## src/sv/sfq_pkg.sv

```systemverilog
// Types and codes shared by the searchable queue controller, datapath and top level.
package sfq_pkg;

    // Command codes carried by an input item.
    localparam logic [1:0] CMD_ENQUEUE = 2'd0;
    localparam logic [1:0] CMD_DEQUEUE = 2'd1;
    localparam logic [1:0] CMD_SEARCH  = 2'd2;

    // Status codes carried by a result item.
    localparam logic [1:0] STAT_DONE  = 2'd0;
    localparam logic [1:0] STAT_FULL  = 2'd1;
    localparam logic [1:0] STAT_EMPTY = 2'd2;

    typedef enum logic [1:0] {
        S_IDLE,
        S_SCAN,
        S_FINISH
    } state_t;

    typedef struct packed {
        logic [1:0]          command;
        logic signed [31:0]  value;
    } in_item_t;

    typedef struct packed {
        logic [1:0]          status;
        logic signed [31:0]  removed_value;
        logic                found;
        logic [3:0]          position;
        logic [4:0]          occupancy;
    } out_item_t;

    // Commands from the controller to the datapath.
    typedef struct packed {
        logic accept;
        logic scan_step;
        logic result_load;
    } ctrl_cmd_t;

    // Status from the datapath to the controller.
    typedef struct packed {
        logic scan_done;
        logic out_free;
    } dp_status_t;

endpackage

```

## src/sv/sfq_controller.sv

```systemverilog
// Controller state machine of the searchable queue.
module sfq_controller
(
    input  logic                clk,
    input  logic                rst_n,
    input  logic                in_valid,
    input  logic [1:0]          in_command,
    input  sfq_pkg::dp_status_t stat,
    output logic                in_ready,
    output sfq_pkg::ctrl_cmd_t  cmd
);

    sfq_pkg::state_t state_reg;
    sfq_pkg::state_t state_next;

    always_ff @(posedge clk or negedge rst_n)
    begin
        if (!rst_n)
        begin
            state_reg <= sfq_pkg::S_IDLE;
        end
        else
        begin
            state_reg <= state_next;
        end
    end

    // Next state.
    always_comb
    begin
        state_next = state_reg;
        case (state_reg)
            sfq_pkg::S_IDLE:
            begin
                if (in_valid)
                begin
                    if (in_command == sfq_pkg::CMD_SEARCH)
                    begin
                        state_next = sfq_pkg::S_SCAN;
                    end
                    else
                    begin
                        state_next = sfq_pkg::S_FINISH;
                    end
                end
            end
            sfq_pkg::S_SCAN:
            begin
                if (stat.scan_done)
                begin
                    state_next = sfq_pkg::S_FINISH;
                end
            end
            sfq_pkg::S_FINISH:
            begin
                if (stat.out_free)
                begin
                    state_next = sfq_pkg::S_IDLE;
                end
            end
            default:
            begin
                state_next = sfq_pkg::S_IDLE;
            end
        endcase
    end

    // Outputs.
    always_comb
    begin
        in_ready        = 1'b0;
        cmd.accept      = 1'b0;
        cmd.scan_step   = 1'b0;
        cmd.result_load = 1'b0;
        case (state_reg)
            sfq_pkg::S_IDLE:
            begin
                in_ready   = 1'b1;
                cmd.accept = in_valid;
            end
            sfq_pkg::S_SCAN:
            begin
                cmd.scan_step = 1'b1;
            end
            sfq_pkg::S_FINISH:
            begin
                cmd.result_load = stat.out_free;
            end
            default:
            begin
                in_ready = 1'b0;
            end
        endcase
    end

endmodule

```

## src/sv/sfq_datapath.sv

```systemverilog
// Datapath of the searchable queue: entry memory, pointers, search scan and output register.
module sfq_datapath
#(
    parameter int DEPTH = 16
)
(
    input  logic                clk,
    input  logic                rst_n,
    input  sfq_pkg::in_item_t   in_data,
    input  sfq_pkg::ctrl_cmd_t  cmd,
    output sfq_pkg::dp_status_t stat,
    input  logic                out_ready,
    output logic                out_valid,
    output sfq_pkg::out_item_t  out_data
);

    localparam int AW = (DEPTH > 1) ? $clog2(DEPTH) : 1;
    localparam int CW = $clog2(DEPTH + 1);
    localparam logic [AW-1:0] LAST_SLOT  = AW'(DEPTH - 1);
    localparam logic [CW-1:0] FULL_COUNT = CW'(DEPTH);

    function automatic logic [AW-1:0] next_slot(input logic [AW-1:0] slot);
        return (slot == LAST_SLOT) ? '0 : slot + 1'b1;
    endfunction

    logic signed [31:0] mem [DEPTH];

    logic [AW-1:0]      head_reg, head_next;
    logic [AW-1:0]      tail_reg, tail_next;
    logic [CW-1:0]      count_reg, count_next;
    logic               rd_valid_reg, rd_valid_next;
    logic               out_valid_reg, out_valid_next;

    logic signed [31:0] key_reg;
    logic [1:0]         op_reg;
    logic [1:0]         status_reg;
    logic               found_reg;
    logic [CW-1:0]      pos_reg;
    logic [CW-1:0]      scan_idx_reg;
    logic [AW-1:0]      scan_slot_reg;
    logic [CW-1:0]      rd_pos_reg;
    logic signed [31:0] rd_data_reg;
    sfq_pkg::out_item_t out_reg;

    logic               is_full;
    logic               is_empty;
    logic               do_enq;
    logic               do_deq;
    logic               scan_more;
    logic               scan_issue;
    logic               scan_hit;
    logic               rd_en;
    logic [AW-1:0]      rd_addr;
    logic [CW+3:0]      pos_wide;
    logic [CW+4:0]      occ_wide;
    sfq_pkg::out_item_t result;

    assign is_full    = (count_reg == FULL_COUNT);
    assign is_empty   = (count_reg == '0);
    assign do_enq     = cmd.accept && (in_data.command == sfq_pkg::CMD_ENQUEUE) && !is_full;
    assign do_deq     = cmd.accept && (in_data.command == sfq_pkg::CMD_DEQUEUE) && !is_empty;
    assign scan_more  = (scan_idx_reg < count_reg);
    assign scan_issue = cmd.scan_step && scan_more;
    assign scan_hit   = rd_valid_reg && (rd_data_reg == key_reg);
    assign rd_en      = do_deq || scan_issue;
    assign rd_addr    = do_deq ? head_reg : scan_slot_reg;

    assign stat.scan_done = scan_hit || !scan_more;
    assign stat.out_free  = !out_valid_reg || out_ready;

    always_comb
    begin
        head_next = do_deq ? next_slot(head_reg) : head_reg;
        tail_next = do_enq ? next_slot(tail_reg) : tail_reg;
        if (do_enq)
        begin
            count_next = count_reg + CW'(1);
        end
        else if (do_deq)
        begin
            count_next = count_reg - CW'(1);
        end
        else
        begin
            count_next = count_reg;
        end
        rd_valid_next = scan_issue;
        if (cmd.result_load)
        begin
            out_valid_next = 1'b1;
        end
        else if (out_ready)
        begin
            out_valid_next = 1'b0;
        end
        else
        begin
            out_valid_next = out_valid_reg;
        end
    end

    always_ff @(posedge clk or negedge rst_n)
    begin
        if (!rst_n)
        begin
            head_reg      <= '0;
            tail_reg      <= '0;
            count_reg     <= '0;
            rd_valid_reg  <= 1'b0;
            out_valid_reg <= 1'b0;
        end
        else
        begin
            head_reg      <= head_next;
            tail_reg      <= tail_next;
            count_reg     <= count_next;
            rd_valid_reg  <= rd_valid_next;
            out_valid_reg <= out_valid_next;
        end
    end

    // Entry memory: one write port, one registered read port.
    always_ff @(posedge clk)
    begin
        if (do_enq)
        begin
            mem[tail_reg] <= in_data.value;
        end
        if (rd_en)
        begin
            rd_data_reg <= mem[rd_addr];
        end
    end

    // Item context and the search scan.
    always_ff @(posedge clk)
    begin
        if (cmd.accept)
        begin
            key_reg       <= in_data.value;
            op_reg        <= in_data.command;
            found_reg     <= 1'b0;
            pos_reg       <= '0;
            scan_idx_reg  <= '0;
            scan_slot_reg <= head_reg;
            if ((in_data.command == sfq_pkg::CMD_ENQUEUE) && is_full)
            begin
                status_reg <= sfq_pkg::STAT_FULL;
            end
            else if ((in_data.command == sfq_pkg::CMD_DEQUEUE) && is_empty)
            begin
                status_reg <= sfq_pkg::STAT_EMPTY;
            end
            else
            begin
                status_reg <= sfq_pkg::STAT_DONE;
            end
        end
        if (scan_issue)
        begin
            scan_idx_reg  <= scan_idx_reg + CW'(1);
            scan_slot_reg <= next_slot(scan_slot_reg);
            rd_pos_reg    <= scan_idx_reg;
        end
        if (cmd.scan_step && scan_hit)
        begin
            found_reg <= 1'b1;
            pos_reg   <= rd_pos_reg;
        end
    end

    // Position and occupancy wrap to their field widths on deep queues.
    assign pos_wide = {4'b0, pos_reg};
    assign occ_wide = {5'b0, count_reg};

    always_comb
    begin
        result.status        = status_reg;
        result.removed_value = ((op_reg == sfq_pkg::CMD_DEQUEUE) &&
                                (status_reg == sfq_pkg::STAT_DONE)) ? rd_data_reg : '0;
        result.found         = found_reg;
        result.position      = pos_wide[3:0];
        result.occupancy     = occ_wide[4:0];
    end

    always_ff @(posedge clk)
    begin
        if (cmd.result_load)
        begin
            out_reg <= result;
        end
    end

    assign out_valid = out_valid_reg;
    assign out_data  = out_reg;

endmodule

```

## src/sv/searchable_fifo_queue_unit.sv

```systemverilog
// Top level of the searchable queue: controller, datapath and checks.
//
//  channel | handshake          | payload                 | purpose
//  --------+--------------------+-------------------------+-------------------------------
//  in      | in_valid/in_ready  | in_data  (in_item_t)    | enqueue, dequeue or search item
//  out     | out_valid/out_ready| out_data (out_item_t)   | one result item per input item
//
// Enqueue, dequeue and unused command codes go from acceptance straight to S_FINISH, where
// their result is loaded once the output register is free. A search reads the entry
// memory through its single read port, one entry per cycle from the head, until the first
// match or until every occupied entry has been read; its result is then loaded in S_FINISH.
// Reset clears the pointers, the fill count, the state machine and the output valid flag;
// the entry memory is not cleared and only occupied entries are ever read.
// One item is in work at a time. A result waits in the output register while out_ready is
// low, and the next item is accepted once that result has been loaded.
module searchable_fifo_queue_unit
#(
    parameter int DEPTH = 16
)
(
    input  logic               clk,
    input  logic               rst_n,
    input  logic               in_valid,
    output logic               in_ready,
    input  sfq_pkg::in_item_t  in_data,
    output logic               out_valid,
    input  logic               out_ready,
    output sfq_pkg::out_item_t out_data
);

    localparam logic [4:0] DEPTH_MOD = 5'(DEPTH);

    sfq_pkg::ctrl_cmd_t  cmd;
    sfq_pkg::dp_status_t stat;

    // The controller sequences each item: accept, optional search scan, result load.
    sfq_controller u_ctrl
    (
        .clk        (clk),
        .rst_n      (rst_n),
        .in_valid   (in_valid),
        .in_command (in_data.command),
        .stat       (stat),
        .in_ready   (in_ready),
        .cmd        (cmd)
    );

    // The datapath holds the queue storage and builds the result item.
    sfq_datapath #(
        .DEPTH (DEPTH)
    ) u_dp
    (
        .clk       (clk),
        .rst_n     (rst_n),
        .in_data   (in_data),
        .cmd       (cmd),
        .stat      (stat),
        .out_ready (out_ready),
        .out_valid (out_valid),
        .out_data  (out_data)
    );

    // Only one item is taken at a time, so acceptance closes the input for the next cycle.
    assert property (@(posedge clk) disable iff (!rst_n)
        (in_valid && in_ready) |=> !in_ready)
        else $error("input accepted in two consecutive cycles");

    // A refused enqueue always reports a full queue.
    assert property (@(posedge clk) disable iff (!rst_n)
        (out_valid && (out_data.status == sfq_pkg::STAT_FULL)) |->
        (out_data.occupancy == DEPTH_MOD))
        else $error("full status with wrong occupancy");

    // A refused dequeue reports an empty queue and returns no value.
    assert property (@(posedge clk) disable iff (!rst_n)
        (out_valid && (out_data.status == sfq_pkg::STAT_EMPTY)) |->
        ((out_data.occupancy == 5'd0) && (out_data.removed_value == 32'sd0)))
        else $error("empty status with occupancy or removed value set");

    // Without a match the position is zero.
    assert property (@(posedge clk) disable iff (!rst_n)
        (out_valid && !out_data.found) |-> (out_data.position == 4'd0))
        else $error("position reported without a match");

endmodule
```

## config.mk

```make
export PLATFORM = sky130hd
export DESIGN_NAME = searchable_fifo_queue_unit
export DESIGN_NICKNAME = d
export VERILOG_FILES = /design/src/sv/sfq_pkg.sv /design/src/sv/sfq_controller.sv /design/src/sv/sfq_datapath.sv /design/src/sv/searchable_fifo_queue_unit.sv
export SDC_FILE = /design/constraint.sdc
export NUM_CORES = 1
export LEC_CHECK = 0
export BUFFER_PORTS_ARGS = -buffer_cell sky130_fd_sc_hd__buf_2
export CAP_MARGIN = 10
export CORE_MARGIN = 2
export CORE_UTILIZATION = 45
export DETAILED_ROUTE_END_ITERATION = 8
export PLACE_DENSITY_LB_ADDON = 0.12
export SLEW_MARGIN = 10
export SYNTH_ARGS = -nofsm -noshare
export SYNTH_HDL_FRONTEND = slang
export SYNTH_SLANG_ARGS = --single-unit
export TNS_END_PERCENT = 50
```

## constraint.sdc

```tcl
create_clock -name clk -period 10.9 [get_ports clk]
set_input_delay 2.18 -clock clk [delete_from_list [all_inputs] [get_ports clk]]
set_output_delay 2.18 -clock clk [all_outputs]
set_load 0.005 [all_outputs]
```

==> summary.md, run 1 <==
| Metric | Value |
|---|---|
| FF+latch count, synth | between 600 and 700 |
| Crit-path cells | buf_2 -> nor4b_1 -> o211ai_2 -> mux2i_4 -> buf_4 -> buf_12 -> mux2i_1 -> o22ai_1 -> or4_1 |
| CTS Buf Count | 70 |
| Synthesized area | around 25000 um2 |
| Final Instance Area | 29000 um2 |
| Grt ovf | 0 |
| Clock share of power | a little under a third |
| Setup crit end kind | register |
| Critical Path Max Stage Delay | between 0.5 and 0.6 ns |
| Area Overhead vs Synth | 14.9% |
| DR DRC count | 0 |
| Clock buffer depth | 3 |
| RSZ-0062 raised after global routing | no |
| CTS resizes | 0 |
| Status | finished, final reports clean |
| Max Fclk | 168 MHz |
| Peak VDD IR | 0.000247 V |
| Mapped Cells | around 1400 |
| TritonCTS clock tree | yes |
| N_diodes | 0 |
| Drt via density | around 5.6 |
| Crit start category | primary input |
| Final wirelength | just over 60000 um |
| Design Power | 7.35 mW |
| Tot GR Track Use | around 22% |
| Worst-Skew Late Latency | ~0.60 ns |
| Max-Cap Viols | 0 |
| Drt pass-1 iters | 9 |
| Slew at the pin closest to its max-slew limit | 1.06 ns |
| NetSw | 2.23 mW |
| Vias | between 10000 and 15000 |
| P per Cell Area | 253 nW/um2 |
| Ys Warns | 0 |
| Die W | about 240 um |
| Worst setup margin | around 5.0 ns |
| Switching fraction of total power | between 30 and 40% |
| Dpl hpwl | roughly 31000 um |
| Worst Clk Skew | 0.0136 ns |
| Commonest non-fill, non-tap cells in the layout | edfxtp_1 (641), mux2i_1 (258), o22ai_1 (130), buf_2 (83), clkbuf_16 (73) |
| Commonest non-fill, non-tap cell in the layout | edfxtp_1 |
| Filler cells | approximately 4500 |
| Yosys cell types | 50 |
| Buf/Inv on CP | 3 |
| Cells after DPL | around 2200 |
| CTS sink count | 659 |
| Crit path max-delay family | buffers and inverters |
| Pins Over Slew Limit | 0 |
| First-pass GRT wire length | a little under 90000 um |
| Post-CTS setup buffers | 0 |
| DR iter-0 viols | roughly 1200 |
| Critical Path AT | 6.27 ns |
| # hold bufs at CTS | 0 |
| Die height | about 240 um |
| Fin. Hold Viols | 0 |
| Post-synth EDFFs | between 600 and 700 |
| Critical path class | primary input to register |
| # IOs | 84 |
| Starting Density | 45.7% |
| Layout cells sized above 1 | ~16% |
| Vias in the first global route | 12500 |
| Wire per inst | around 27 um |
| Reg power frac | roughly 45% |
| CP max-delay cell | mux2i_4 |
| Largest net degree at the start of global routing | approximately 120 |
| Root Driver | clkbuf_16 |
| Post-route ant nets | 0 |
| Gp weighted congestion | between 0.7 and 0.8 |
| Static leakage | between 10 and 15 nW |
| Final setup TNS | 0 ns |
| Crit share post-route | 54.5% |
| Core Region | approximately 55000 um2 |
| Async SR Flop Fraction | roughly 2.6% |
| Part of the power in combinational logic | about a quarter |
| Final Setup Violations | 0 |
| Clock-pin slew on the worst setup and hold paths | about 0.060 ns |
| Avg Synthesized Cell Area | about 18 um2 |
| H-tree Lvls | 3 |
| Initial antenna violation count | 6 |
| Dominant synthesized flop cell | edfxtp_1 |
| # port buffers | between 80 and 90 |
| Largest Register | u_dp.mem |
| Std-Cell Rows | 86 |
| Post-DP Area | approximately 27000 um2 |
| Die ar. | 58100 um2 |
| Max reg flops | approximately 510 |
| Total Nets Final | ~1600 |
| Final std cells w/o fill | ~2300 |
| Seq/Total Area, Yosys | between 70% and 80% |
| Worst path required time | between 10 and 15 ns |
| Slew margin rel. | between 20% and 30% |
| Minimum clock period | slightly below 6 ns |
| Setup WS pre-CTS | 4.43 ns |
| Net Count, Synth | roughly 1400 |
| Hold Path Class | register to register |
| Critical path peak fanout | 118 |
| Int Pwr | about 5 mW |
cell families (layout without fill, tap and decap cells):
family	Yosys count	after routing	share of synthesized area (%)
flops	659	659	78.0
mux	263	263	10.4
compound gates	174	174	4.42
simple gates	155	155	3.71
buf+inv	85	267	1.49
xor+xnor	35	35	1.21
fa+ha+maj	15	15	0.773
worst register-to-register path, stage by stage (launching register included):
cell and delay, ns:
dfrtp_1 0.47, or4_4 0.60, o211ai_2 0.73, mux2i_4 0.63, buf_4 0.58, buf_12 0.62, mux2i_1 0.52, o22ai_1 0.10
or4_1 0.55
through the flow:
step           utilization, %  hold WS, ns
6_report                 52.5        0.422
5_1_grt                  52.5        0.429
3_3_place_gp             48.5        0.409
4_1_cts                  52.5        0.425
2_1_floorplan               -        0.400
3_5_place_dp             48.5        0.411
power by group through the flow:
| stage | clock (mW) | combinational, mW | sequential [mW] |
|---|---|---|---|
| finish | 2.27 | 1.80 | 3.28 |
| global route | 2.41 | 1.95 | 3.30 |
| CTS | 2.32 | 1.83 | 3.28 |
| detailed placement | 0 | 1.82 | 3.33 |
| global placement | 0 | 1.80 | 3.33 |
| floorplan | 0 | 1.21 | 3.26 |
layer usage:
metal / part of all wire (%) / vias up / global-route usage (%)
li1: - / 5813 / -
met1: 44 / 6713 / 30.3
met2: 49 / 404 / 35.4
met3: 5.7 / 86 / 3.42
met4: 1.8 / 4 / 5.72
met5: 0.045 / - / 0
synth_stat cells (14+ instances only):
master      n  area (um2)
o22ai_1   130         813
edfxtp_1  641       19200
xor2_1     26         228
and2_1     42         263
ha_1       14         175
clkbuf_1   25        93.8
mux2i_1   259        2590
buf_2      36         180
inv_1      21        78.8
dfrtp_1    17         425
nor2_1     18        67.6
or4_1      34         255
layout make-up:
cell class | count | area, um2 | share of cell area [%]
Clock inverter | 40 | 305 | 1.05
Inverter | 22 | 82.6 | 0.285
Tap cell | 748 | 936 | 3.23
Timing Repair Buffer | 119 | 698 | 2.41
Sequential cell | 659 | 19700 | 67.9
Clock buffer | 86 | 1880 | 6.46
Multi-Input combinational cell | 642 | 5430 | 18.7
worst paths after layout:
check | start | endpoint | slack [ns] | depth (start not counted)
hold reg to reg | u_dp.pos_reg[2] | u_dp.out_data[7] | 0.42 | 0
setup / recovery | in_data[33] | u_dp.rd_data_reg[29] | 4.96 | 9
hold / removal | u_dp.pos_reg[2] | u_dp.out_data[7] | 0.42 | 0
max in group asynchronous | rst_n | u_dp.head_reg[1] | 9.03 | 1
min in group asynchronous | rst_n | u_dp.count_reg[1] | 1.54 | 1
setup reg to reg | u_dp.count_reg[0] | u_dp.rd_data_reg[29] | 5.83 | 8
(Power assumes the default switching activity.)
==> inputs of run 2 (changes only) <==
Clock period 10.9 ns to 5.9 ns, I/O delays scaled along.
==> run 2 against run 1 <==
- cell area hardly changed
- final cell count about the same
- wire length fell by 0.85%
- hold slack improved by 0.0019 ns
- setup slack got worse by 3.2 ns
- global-route usage decreased by 0.17 points
- largest cell class unchanged
==> summary.md, run 2 (same netlist as run 1, synthesis figures left out) <==
| Metric | Value |
|---|---|
| Pins Over Slew Limit | 0 (unchanged) |
| Worst setup margin | 1.72 ns (-3.24 ns) |
| Max reg flops | 512 (unchanged) |
| Drt pass-1 iters | 6 (-3) |
| Post-CTS setup buffers | 0 (unchanged) |
| Critical path peak fanout | 38 (-68%) |
| Minimum clock period | approximately 4.2 ns |
| Core Region | 55300 um2 (unchanged) |
| # port buffers | 83 (unchanged) |
| Critical Path AT | 4.50 ns (-1.77 ns) |
| Root Driver | clkbuf_16 |
| Setup crit end kind | register |
| P per Cell Area | 467 nW/um2 (+84%) |
| Clock buffer depth | 3 (unchanged) |
| # hold bufs at CTS | 0 (unchanged) |
| Fin. Hold Viols | 0 (unchanged) |
| Footprint of the multi-input gates | 5430 um2 (unchanged) |
| CTS resizes | 0 (unchanged) |
| WHS | 0.424 ns (+0.00192 ns) |
| Tot GR Track Use | 21.5% (-0.17 points) |
| Die height | 241 um (unchanged) |
| DR DRC count | 0 (unchanged) |
| Worst-Skew Late Latency | 0.59 ns (about the same) |
| Post-route ant nets | 0 (unchanged) |
| Starting Density | 45.7% (unchanged) |
| Filler cells | 4509 (+0.22%) |
| # IOs | 84 (unchanged) |
| First-pass GRT wire length | 88300 um (about the same) |
| RSZ-0062 raised after global routing | no |
| Largest Register | u_dp.mem |
| Slew at the pin closest to its max-slew limit | 0.991 ns (-0.0726 ns) |
| Dpl hpwl | 32900 um (+6.0%) |
| Status | finished, final reports clean |
| Drt via density | 5.59 (-0.58%) |
| Worst path required time | 6.22 ns (-5.01 ns) |
| Commonest non-fill, non-tap cells in the layout | edfxtp_1 (641), mux2i_1 (258), o22ai_1 (130), buf_2 (83), clkbuf_16 (73) |
| Critical path class | register to register |
| Initial antenna violation count | 5 (-1) |
| Worst Clk Skew | 0.0205 ns (+0.00695 ns) |
| Final setup TNS | 0 ns (unchanged) |
| Crit share post-route | 70.8% |
| Area Overhead vs Synth | 15.0% (about the same) |
| Static leakage | 10.3 nW (-0.11%) |
| Commonest non-fill, non-tap cell in the layout | edfxtp_1 |
| Final Instance Area | 29000 um2 (about the same) |
| Register area | 19700 um2 (unchanged) |
| Wire per inst | 26.5 um (-0.81%) |
| Vias | 12900 (-0.62%) |
| Max-Cap Viols | 0 (unchanged) |
| Crit start category | register |
| Die ar. | 58100 um2 (unchanged) |
| Std-Cell Rows | 86 (unchanged) |
| CTS Buf Count | 70 (unchanged) |
| Vias in the first global route | 12900 (+2.6%) |
| Hold Path Class | register to register |
| Largest net degree at the start of global routing | 84 (-29%) |
| Peak VDD IR | 0.000399 V (+61%) |
| H-tree Lvls | 3 (unchanged) |
| TritonCTS clock tree | yes |
| Max Fclk | about 240 MHz |
| Total Nets Final | 1568 (+0.064%) |
| DR iter-0 viols | 1032 (-16%) |
| Post-DP Area | 26900 um2 (+0.31%) |
| CTS sink count | 659 (unchanged) |
| Slew margin rel. | 33.7% (+4.7 points) |
| Layout cells sized above 1 | 15.5% (-0.87 points) |
| Setup WS pre-CTS | 1.20 ns (-3.22 ns) |
| Grt ovf | 0 (unchanged) |
| Final wirelength | 61300 um (-0.85%) |
| Die W | 241 um (unchanged) |
| Gp weighted congestion | 0.738 (-2.2%) |
| Final Setup Violations | 0 (unchanged) |
| Clock-pin slew on the worst setup and hold paths | 0.06 ns (about the same) |
==> run 2: cell count changes in the layout (fill, tap and decap cells not counted) <==
cell and change:
buf_12 +6, buf_4 -5, bufinv_16 -1, clkinv_1 +12, clkinv_2 -13, clkinv_4 +3, clkinvlp_4 -1, diode_2 +1
inv_6 -3
==> run 2: power breakdown <==
group | internal, mW | leakage, nW | switching [mW] | total [mW]
sequential | 5.74 | 6.05 | 0.319 | 6.06
combinational | 1.32 | 3.26 | 2.06 | 3.39
clock | 2.38 | 1.03 | 1.73 | 4.11
total | 9.44 | 10.3 | 4.11 | 13.6
==> run 2: routing by layer <==
layer	vias to the layer above	wire, um	global-route usage, %
li1	5826	-	-
met1	6716	28000	30.3
met2	305	29400	34.8
met3	86	2790	3.57
met4	6	1110	5.84
met5	-	43	0
==> run 2: per-stage QoR <==
| step | instances | total power [mW] | utilization, % |
|---|---|---|---|
| global placement | 2191 | 9.52 | 48.7 |
| finish | 2315 | 13.6 | 52.5 |
| detailed placement | 2191 | 9.57 | 48.7 |
| CTS | 2314 | 13.7 | 52.5 |
| floorplan | 1386 | 8.26 | - |
| global route | 2314 | 14.1 | 52.5 |
==> run 2: path summary, 6_finish.rpt <==
path                       slack [ns]  depth (start not counted)               from                   end
setup reg to reg                 1.72                          7  u_dp.count_reg[0]  u_dp.rd_data_reg[10]
setup / recovery                 1.72                          7  u_dp.count_reg[0]  u_dp.rd_data_reg[10]
max in group asynchronous        5.05                          1              rst_n        u_dp.out_valid
hold reg to reg                  0.42                          0    u_dp.pos_reg[2]      u_dp.out_data[7]
min in group asynchronous        0.52                          1              rst_n      u_dp.tail_reg[3]
hold / removal                   0.42                          0    u_dp.pos_reg[2]      u_dp.out_data[7]
==> run 2: final cells by class <==
class	count	share of cell area (%)
Sequential cell	659	67.8
Multi-Input combinational cell	642	18.7
Clock buffer	86	6.46
Tap cell	748	3.22
Timing Repair Buffer	120	2.69
Clock inverter	37	0.853
Inverter	22	0.284
Antenna cell	1	0.00862
==> run 2: worst max-delay path, stage by stage, from the launching register on <==
cell      delay (ns)
dfrtp_1         0.46
or4_4           0.59
o211ai_2        0.75
mux2i_4         0.53
buf_4           0.63
mux2i_1         0.27
o22ai_1         0.11
or4_1           0.54
